`config.mk`:
```
export PLATFORM = sky130hd
export DESIGN_NAME = rast_node_geom
export DESIGN_NICKNAME = d
export VERILOG_FILES = /design/src/hw/rtl/rast_pkg.sv /design/src/hw/rtl/rast_node_geom.sv
export SDC_FILE = /design/constraint.sdc
export NUM_CORES = 1
export LEC_CHECK = 0
export BUFFER_PORTS_ARGS = -buffer_cell sky130_fd_sc_hd__buf_2
export CAP_MARGIN = 15
export CORE_MARGIN = 4
export CORE_UTILIZATION = 45
export DETAILED_ROUTE_END_ITERATION = 7
export PLACE_DENSITY_LB_ADDON = 0.05
export SLEW_MARGIN = 0
export SYNTH_ARGS = -nofsm -noshare
export SYNTH_HDL_FRONTEND = slang
export SYNTH_SLANG_ARGS = --single-unit
```
`constraint.sdc`:
```
create_clock -name vclk -period 20.6
set_clock_uncertainty 0.2 [all_clocks]
set_input_delay 3.09 -clock vclk [all_inputs]
set_output_delay 3.09 -clock vclk [all_outputs]
set_load 0.05 [all_outputs]
```
`src/hw/rtl/rast_pkg.sv`:
```
package rast_pkg;

   localparam int POSITIONS = 1024;
   localparam int LEVELS    = $clog2(POSITIONS);
   localparam int NODES     = 2 * POSITIONS;
   localparam int NODE_W    = LEVELS + 1;
   localparam int LEN_W     = LEVELS + 1;
   localparam int DEPTH_W   = $clog2(LEVELS + 1);
   localparam int POS_W     = 11;
   localparam int ADD_W     = 16;
   localparam int SUM_W     = 48;
   localparam int CMD_W     = 2;

   localparam logic [CMD_W-1:0] CMD_CLEAR = 2'd0;
   localparam logic [CMD_W-1:0] CMD_ADD   = 2'd1;
   localparam logic [CMD_W-1:0] CMD_QUERY = 2'd2;

   typedef logic [LEVELS-1:0]  pos_type;
   typedef logic [NODE_W-1:0]  node_type;
   typedef logic [LEN_W-1:0]   len_type;
   typedef logic [DEPTH_W-1:0] depth_type;
   typedef logic [SUM_W-1:0]   sum_type;

   localparam sum_type SUM_MAX = '1;

   typedef struct packed {
      logic     valid;
      logic     full;
      node_type node;
      len_type  len;
   } visit_type;

   function automatic sum_type sat_add(input sum_type a, input sum_type b);
      logic [SUM_W:0] s;
      s = {1'b0, a} + {1'b0, b};
      return s[SUM_W] ? SUM_MAX : s[SUM_W-1:0];
   endfunction

   function automatic sum_type sat_mul(input sum_type v, input len_type n);
      logic [SUM_W+LEN_W-1:0] p;
      p = {{LEN_W{1'b0}}, v} * {{SUM_W{1'b0}}, n};
      return (|p[SUM_W+LEN_W-1:SUM_W]) ? SUM_MAX : p[SUM_W-1:0];
   endfunction

endpackage

```
`src/hw/rtl/rast_node_geom.sv`:
```
// Picks the candidate node for (depth, slot): slots 0/1 are the children of the
// node holding the low end, slots 2/3 those of the node holding the high end.
module rast_node_geom (
   input  rast_pkg::pos_type   lo0,
   input  rast_pkg::pos_type   hi0,
   input  rast_pkg::depth_type depth,
   input  logic [1:0]          slot,
   output rast_pkg::visit_type visit
);
   import rast_pkg::*;

   depth_type shc, shp;
   pos_type   pl, ph, off;
   len_type   lo_w, hi_w, pl_l, pl_r1, ph_l, ph_r1, cl, cr1, cr, lo_max, hi_min;
   logic      part_l, part_h, par_ok;

   always_comb begin
      shc   = depth_type'(LEVELS) - depth;
      shp   = shc + depth_type'(1);
      lo_w  = {1'b0, lo0};
      hi_w  = {1'b0, hi0};
      pl    = lo0 >> shp;
      ph    = hi0 >> shp;
      pl_l  = {1'b0, pl} << shp;
      pl_r1 = ({1'b0, pl} + len_type'(1)) << shp;
      ph_l  = {1'b0, ph} << shp;
      ph_r1 = ({1'b0, ph} + len_type'(1)) << shp;
      // parent partly covered: its children must be looked at
      part_l = (pl_l < lo_w) || ((pl_r1 - len_type'(1)) > hi_w);
      part_h = (ph_l < lo_w) || ((ph_r1 - len_type'(1)) > hi_w);

      unique case (slot)
         2'd0: begin
            off    = {pl[LEVELS-2:0], 1'b0};
            par_ok = part_l;
         end
         2'd1: begin
            off    = {pl[LEVELS-2:0], 1'b1};
            par_ok = part_l;
         end
         2'd2: begin
            off    = {ph[LEVELS-2:0], 1'b0};
            par_ok = part_h && (ph != pl);
         end
         default: begin
            off    = {ph[LEVELS-2:0], 1'b1};
            par_ok = part_h && (ph != pl);
         end
      endcase

      if (depth == '0) begin
         off    = '0;
         par_ok = (slot == 2'd0);
      end

      cl     = {1'b0, off} << shc;
      cr1    = ({1'b0, off} + len_type'(1)) << shc;
      cr     = cr1 - len_type'(1);
      lo_max = (cl > lo_w) ? cl : lo_w;
      hi_min = (cr < hi_w) ? cr : hi_w;

      visit.valid = par_ok && !(cr < lo_w) && !(cl > hi_w);
      visit.full  = (cl >= lo_w) && (cr <= hi_w);
      visit.node  = (node_type'(1) << depth) | node_type'(off);
      visit.len   = hi_min - lo_max + len_type'(1);
   end

endmodule

```
# Word-level counts from Yosys, hierarchy flattened
# Cells that the tools add are included.
[classes]
add_sub_neg = 10
order_cmp = 10
eq_ne = 3
n_shift = 9
n_mux = 6
n_bitwise = 1
n_reduce_logical = 11
[op_table]
columns = ["cell", "n"]
rows = [
  ["> comparator 11 x 10 -> 1 bit", 4],
  ["< comparator 11 x 10 -> 1 bit", 4],
  ["adder 10 x 1 -> 11 bit, second input constant", 3],
  ["left shift 10 x 4 -> 11 bit", 3],
  ["left shift 11 x 4 -> 11 bit", 3],
  ["subtractor 11 x 1 -> 11 bit, second input constant", 3],
  ["case mux 10 bit (3 select lines)", 1],
  ["2-to-1 mux 11 bit", 2],
  ["right shift 10 x 4 -> 10 bit", 2],
  ["adder 11 x 1 -> 11 bit, second input constant", 1],
  [">= comparator 11 x 10 -> 1 bit", 1],
  ["less-or-equal comparator 11 x 10 -> 1 bit", 1],
  ["OR 11 x 10 -> 11 bit", 1],
  ["left shift 1 x 4 -> 11 bit, first input constant", 1],
  ["subtractor 11 bit", 1],
  ["2-to-1 mux 10 bit", 1],
  ["inequality test 10 bit", 1],
  ["adder 4 x 1 -> 4 bit, second input constant", 1],
  ["logical AND 1 bit", 4],
  ["zero test 4 bit", 1],
  ["subtractor 4 bit, first input constant", 1],
  ["equality test 2 x 1 -> 1 bit, second input constant", 1],
  ["equality test 2 bit, second input constant", 1],
  ["zero test 1 bit", 2],
  ["4 further kinds", 6],
]
[totals]
register_bits = 0
inputBits = 26
output_inout_bits = 24

# Depth between registers and ports, before layout
# Gate-level depths: netlist (run 1).
[depth]
depth_word = 13
depth_mapped = 53
ltp_nobuf = 43

# Worst setup path before layout (run 1)
# OpenSTA, ideal clock, no wires.
[synth_timing]
kind = "in2out"
from = "input port depth[0]"
to = "output port visit[10] (netlist name)"
arrival_time_ns = 13.626
required_ns = 17.310
setup_slack_ns = 3.684
path_stages = 50
path_buffers = 11
path_cell_list = "buf_2 -> inv_1 -> clkbuf_1 -> clkbuf_1 -> clkbuf_1 -> clkbuf_1 -> buf_1 -> ha_1 -> buf_2 -> inv_1 -> clkbuf_1 -> a22oi_1 -> or4_4 -> and3_4 -> buf_2 -> a211oi_1 -> ha_1 -> clkbuf_1 -> [... 14 more ...] -> nand2b_1 -> a21oi_1 -> nor4b_1 -> mux2_4 -> buf_12 -> mux2_4 -> ha_1 -> ha_1 -> a21o_1 -> a21oi_1 -> o21bai_1 -> a21oi_1 -> o21bai_1 -> a21oi_1 -> o21bai_1 -> a21oi_1 -> xnor2_1 -> xnor2_1"
[synth_rtl]
columns = ["item", "line_no", "rtl"]
rows = [
  ["start: declaration", "rast_node_geom.sv:6", "input rast_pkg::depth_type depth,"],
  ["end: declaration", "rast_node_geom.sv:8", "output rast_pkg::visit_type visit"],
]

==> results of run 1 <==
## cells in the mapped netlist, drive strengths merged, types with 9 or more instances
library cell  number  area, um2
nand2            127        477
o21a              34        255
ha               107       1340
xnor2             45        394
o21ai             70        350
o211ai            18        140
a211oi            23        190
nand3             26        143
nor2b             21        131
nor3              31        165
mux2              23        300
nand4             19        119
nand2b            21        139
nor2              91        342
xor2              22        193
nor4              14        115
o22ai             21        131
inv               45        169
clkbuf            44        165
a31oi             16        100
a21oi             96        484
and2              20        125
mux4              11        248
o32ai              9       78.8
buf               30        170
a21o              10       75.1
mux2i             34        340
a22oi             11       92.6
## final timing paths
check / endpoint / startpoint / slack, ns
max: visit[10] / depth[0] / 2.64
min: visit[11] / slot[0] / 6.43
## placed cells by master (no fill, tap or decap), drive strengths merged, types with 6 or more instances in the layout
cell type	synthesis	final
nand2	127	127
ha	107	107
a21oi	96	96
nor2	91	91
o21ai	70	70
buf	30	69
xnor2	45	45
inv	45	45
mux2i	34	34
o21a	34	34
nor3	31	31
nand3	26	26
a211oi	23	23
mux2	23	23
xor2	22	22
nor2b	21	21
o22ai	21	21
nand2b	21	21
and2	20	20
nand4	19	19
o211ai	18	18
a31oi	16	16
nor4	14	14
mux4	11	11
a22oi	11	11
a21o	10	10
o32ai	9	9
nand3b	8	8
o31ai	7	7
or4	7	7
and3	7	7
or3	7	7
o21bai	6	6
o221ai	6	6
## area by class of cell
class	count	share of cell area
repair buffers	69	0.0474
multi-input cells	1035	0.898
well taps	225	0.0338
inverters	46	0.0207
## metal layers
metal,vias up,part of all wire,track usage
met5,-,0,0
met4,0,0.057,0.148
met3,134,0.10,0.0400
met2,603,0.44,0.533
met1,4391,0.41,0.462
li1,4353,-,-
## per-stage QoR
step,setup slack (ns),cells,instance area [um2]
2_1_floorplan,3.68,1155,7980
3_3_place_gp,3.22,1375,8330
3_5_place_dp,2.86,1375,8330
4_1_cts,2.85,1375,8330
5_1_grt,1.88,1375,8330
6_report,2.64,1375,8330
## power by group
group	switching [uW]	internal, uW	leakage [uW]
clock	0	0	0
sequential	0	0	0
combinational	472	234	0.00351
total	472	234	0.00351
## cells by family after synthesis
group           share of synthesized area
buf+inv                            0.0637
fa+ha+maj                           0.170
mux                                 0.111
xor+xnor                           0.0735
compound gates                      0.323
simple gates                        0.258
==> impl_metrics.csv, run 1 <==
group,metric,value,unit
worst_setup_path,cp.arrival,14.67,ns
worst_setup_path,cpPeakStageDelay,0.78,ns
worst_setup_path,worst_ep_required_time,17.31,ns
placement,gp_congestion,1.01,
routing,drt-total-wl,35000,um
worst_setup_path,cp-end-kind,"output pin",
clocking,cts_resized,0,
floorplan,initial_utilization,0.460,
final_layout,fill_cells,1852,
routing,drtIter0Drc,1245,
logic_synthesis,ys_warn_count,0,
worst_setup_path,crit_buf_inv,6,
clocking,cts_setup_buffers,0,
sta,fmax,55.7,MHz
run_status,status,"completed",
logic_synthesis,seq_area_frac_synth,0,
worst_setup_path,critPathLaunchType,"primary input",
global_route,overflow,0,
routing,ant_nets,0,
worst_setup_path,crit_type,"in2out",
global_route,grt_pass1_wl,52900,um
final_layout,fin_nets,1286,
sta,relSlewSlack,0.355,
routing,drc,0,
final_layout,flops_and_latches,0,
job,maxCapViolCount,0,
clocking,ctsHoldBuffers,0,
sta,worst_slew_pin_slew,0.962,ns
final_layout,antenna_cells,0,
logic_synthesis,netlist_instances,1155,
pwr,powerDensity,84.8,nW/um2
worst_hold_path,whs_path_depth,3,
final_layout,fin_util,0.480,
sta,hold_slack,6.43,ns
global_route,grt_usage,0.338,
placement,dp_hpwl,27100,um
routing,dr.pass1.iters,8,
floorplan,die_h,141,um
floorplan,rows,48,
sta,grt_setup_unrepaired,"no",
sta,finalCritPeriodShare,0.872,
worst_setup_path,cp_num_cells,45,
logic_synthesis,netlist_area,7980,um2
pwr,irDropWorstVdd,0.151,mV
final_layout,n_clock_buffer,0,
global_route,antenna_found_initial,1,
worst_hold_path,hold_class,"in2out",
worst_setup_path,slowest_stage,"nor3_2",
sta,setup_tns,0,ns
floorplan,dieWidth,141,um
sta,final-setup-viol-count,0,
final_layout,drive_gt1_frac,0.112,
final_layout,multi_input_area,7480,um2
placement,io_buffers,50,
sta,slew_viol_final,0,
floorplan,ios,50,
floorplan,dieArea,19900,um2
worst_setup_path,crit_path_max_fanout,69,
pwr,p_total,707,uW
routing,vias_per_cell,6.90,
pwr,p_leak,0.00351,uW
logic_synthesis,synth_fp_nets,1289,
final_layout,syn2layout_area_growth,4.44,%
logic_synthesis,synth_cell_type_count,91,
sta,finalHoldViolations,0,
routing,via_count,9481,
logic_synthesis,postSynthAreaPerCell,6.91,um2
worst_setup_path,crit_family,"compound AO/OA/AOI/OAI gates",
sta,min_period,17.96,ns
floorplan,core_area,17400,um2
final_layout,seq_area,0,um2
routing,avgRoutedWirePerCell,25.5,um
global_route,grt_max_degree,70,
global_route,grt_pass1_vias,8768,
Power figures use the tool's default switching activity.
==> run 2: changes to the inputs <==
--- a/config.mk
+++ b/config.mk
@@ -5,6 +5,7 @@
 export SDC_FILE = /design/constraint.sdc
 export NUM_CORES = 1
 export LEC_CHECK = 0
+export ABC_AREA = 1
 export BUFFER_PORTS_ARGS = -buffer_cell sky130_fd_sc_hd__buf_2
 export CAP_MARGIN = 15
 export CORE_MARGIN = 4
==> constraint.sdc (replaced) <==
create_clock -name vclk -period 20.6
set_clock_uncertainty 0.2 [all_clocks]
set_input_delay 4.12 -clock vclk [all_inputs]
set_output_delay 4.12 -clock vclk [all_outputs]
set_load 0.05 [all_outputs]
==> impl_metrics.csv, run 2 <==
group,metric,value,unit
worst_hold_path,min_to,"visit[11]",
clocking,cts_setup_buffers,0,
sta,finalHoldViolations,0,
floorplan,die_h,138,um
sta,min_period,17.50,ns
sta,hold_slack,8.46,ns
clocking,ctsHoldBuffers,0,
worst_setup_path,cp.arrival,13.18,ns
final_layout,seq_area,0,um2
worst_hold_path,hold_class,"in2out",
logic_synthesis,ys_warn_count,0,
final_layout,fin_nets,1508,
worst_setup_path,crit_buf_inv,10,
final_layout,fill_cells,1901,
worst_setup_path,cp_common_cell,"nor2_1",
pwr,p_leak,0.00423,uW
worst_setup_path,cpPeakStageDelay,0.84,ns
final_layout,n_clock_buffer,0,
sta,slew_viol_final,0,
logic_synthesis,netlist_instances,1373,
worst_setup_path,cp_num_cells,49,
routing,vias_per_cell,5.79,
placement,gp_congestion,0.949,
final_layout,layout_commonest_cell,"nand2_1",
logic_synthesis,ys_top_cells_by_count,"nand2_1, nand3_1, inv_1, ha_1, nor2_1",
floorplan,initial_utilization,0.460,
logic_synthesis,seq_area_frac_synth,0,
floorplan,rows,47,
pwr,clockPowerShare,0,
pwr,p_total,688,uW
pwr,seqPwrFrac,0,
routing,drc,0,
pwr,p_switching,491,uW
final_layout,mostFrequentLayoutCells,"nand2_1, nand3_1, inv_1",
pwr,powerDensity,87.6,nW/um2
final_layout,syn2layout_area_growth,2.62,%
global_route,antenna_found_initial,0,
pwr,power.internal,197,uW
routing,via_count,9216,
final_layout,flops_and_latches,0,
final_layout,fin_util,0.472,
worst_setup_path,worst_ep_required_time,16.28,ns
global_route,grt_pass1_wl,45400,um
sta,grt_setup_unrepaired,"no",
sta,setup_tns,0,ns
final_layout,antenna_cells,0,
logic_synthesis,synth_fp_nets,1507,
pwr,swShare,0.713,
placement,dp_hpwl,22900,um
routing,dr.pass1.iters,5,
floorplan,dieArea,19200,um2
worst_setup_path,crit_family,"simple AND/OR/NAND/NOR gates",
sta,fmax,57.1,MHz
worst_setup_path,slowest_stage,"a211oi_2",
run_status,status,"completed",
floorplan,dieWidth,138,um
placement,io_buffers,50,
logic_synthesis,postSynthAreaPerCell,5.58,um2
worst_hold_path,whs_path_depth,4,
worst_setup_path,crit_type,"in2out",
final_layout,drive_gt1_frac,0.113,
routing,ant_nets,0,
global_route,grt_usage,0.286,
global_route,overflow,0,
logic_synthesis,synth_cell_type_count,59,
sta,finalCritPeriodShare,0.850,
sta,worst_slew_pin_slew,0.999,ns
job,maxCapViolCount,0,
logic_synthesis,yosysMostFrequentCell,"nand2_1",
routing,avgRoutedWirePerCell,18.2,um
worst_setup_path,critPathLaunchType,"primary input",
floorplan,core_area,16600,um2
sta,final-setup-viol-count,0,
logic_synthesis,netlist_area,7650,um2
worst_setup_path,crit_path_max_fanout,29,
global_route,grt_pass1_vias,8205,
worst_hold_path,hold_path.startpoint,"slot[0]",
global_route,grt_max_degree,81,
logic_synthesis,synth_top_area_cell,"nand2_1",
routing,drt-total-wl,28900,um
sta,relSlewSlack,0.333,
clocking,cts_resized,0,
pwr,p_comb_frac,1.000,
logic_synthesis,yosysTopAreaCellShare,0.225,
floorplan,ios,50,
routing,drtIter0Drc,905,
logic_synthesis,synth_area_leaders,"nand2_1, ha_1, nand3_1",
worst_setup_path,cp-end-kind,"output pin",
pwr,irDropWorstVdd,0.205,mV
## run 2: cell count changes after synthesis, moves of 22 or more
cell,change
nand2_1,+331
o21a_1,-33
clkbuf_1,-28
mux2i_1,-30
nor3_1,-22
nand2_2,+27
nand3_1,+146
xnor2_1,-27
a21oi_1,-41
nand3_2,+23
inv_1,+76
## run 2: worst min-delay path, stage by stage
cell and delay (ns):
buf_2 0.10, inv_1 0.06, nand2_1 0.05, buf_2 0.20
## run 2: cells by family (layout without fill, tap and decap cells)
logic type      after synthesis  count (layout)  share of synthesized area
simple gates                849             849                      0.516
compound gates              195             195                      0.154
buf+inv                     186             185                      0.112
fa+ha+maj                   108             108                      0.178
xor+xnor                     31              31                     0.0355
mux                           4               4                    0.00523
## run 2: layout make-up
type               instances  area, um2  share of cell area
multi-input cells       1187       6810               0.866
well taps                220        275              0.0350
repair buffers            54        283              0.0360
inverters                131        492              0.0626
## run 2: how the worst max path moves through the flow
stage / startpoint / end / slack, ns
CTS: depth[0] / visit[10] / 3.16
detailed placement: depth[0] / visit[10] / 3.21
global placement: depth[0] / visit[10] / 3.36
global route: depth[0] / visit[10] / 2.09
floorplan: depth[0] / visit[10] / 3.90
finish: depth[0] / visit[10] / 3.10
## run 2: per-stage QoR
step	worst slack, ns	cell area [um2]	std cells
after CTS	3.16	7860	1592
after global placement	3.36	7860	1592
final	3.10	7860	1592
after detailed placement	3.21	7860	1592
after global routing	2.09	7860	1592
after floorplan	3.90	7650	1373
## run 2: routing by layer
layer	track usage	part of all wire	vias up
li1	-	-	4617
met1	0.411	0.44	4154
met2	0.469	0.45	396
met3	0.0238	0.085	49
met4	0.0598	0.029	0
met5	0	0	-
## run 2: power groups by stage
stage / Sequential, uW / Combinational (uW) / Clock (uW)
global placement: 0 / 683 / 0
floorplan: 0 / 546 / 0
global route: 0 / 756 / 0
detailed placement: 0 / 682 / 0
CTS: 0 / 686 / 0
finish: 0 / 688 / 0
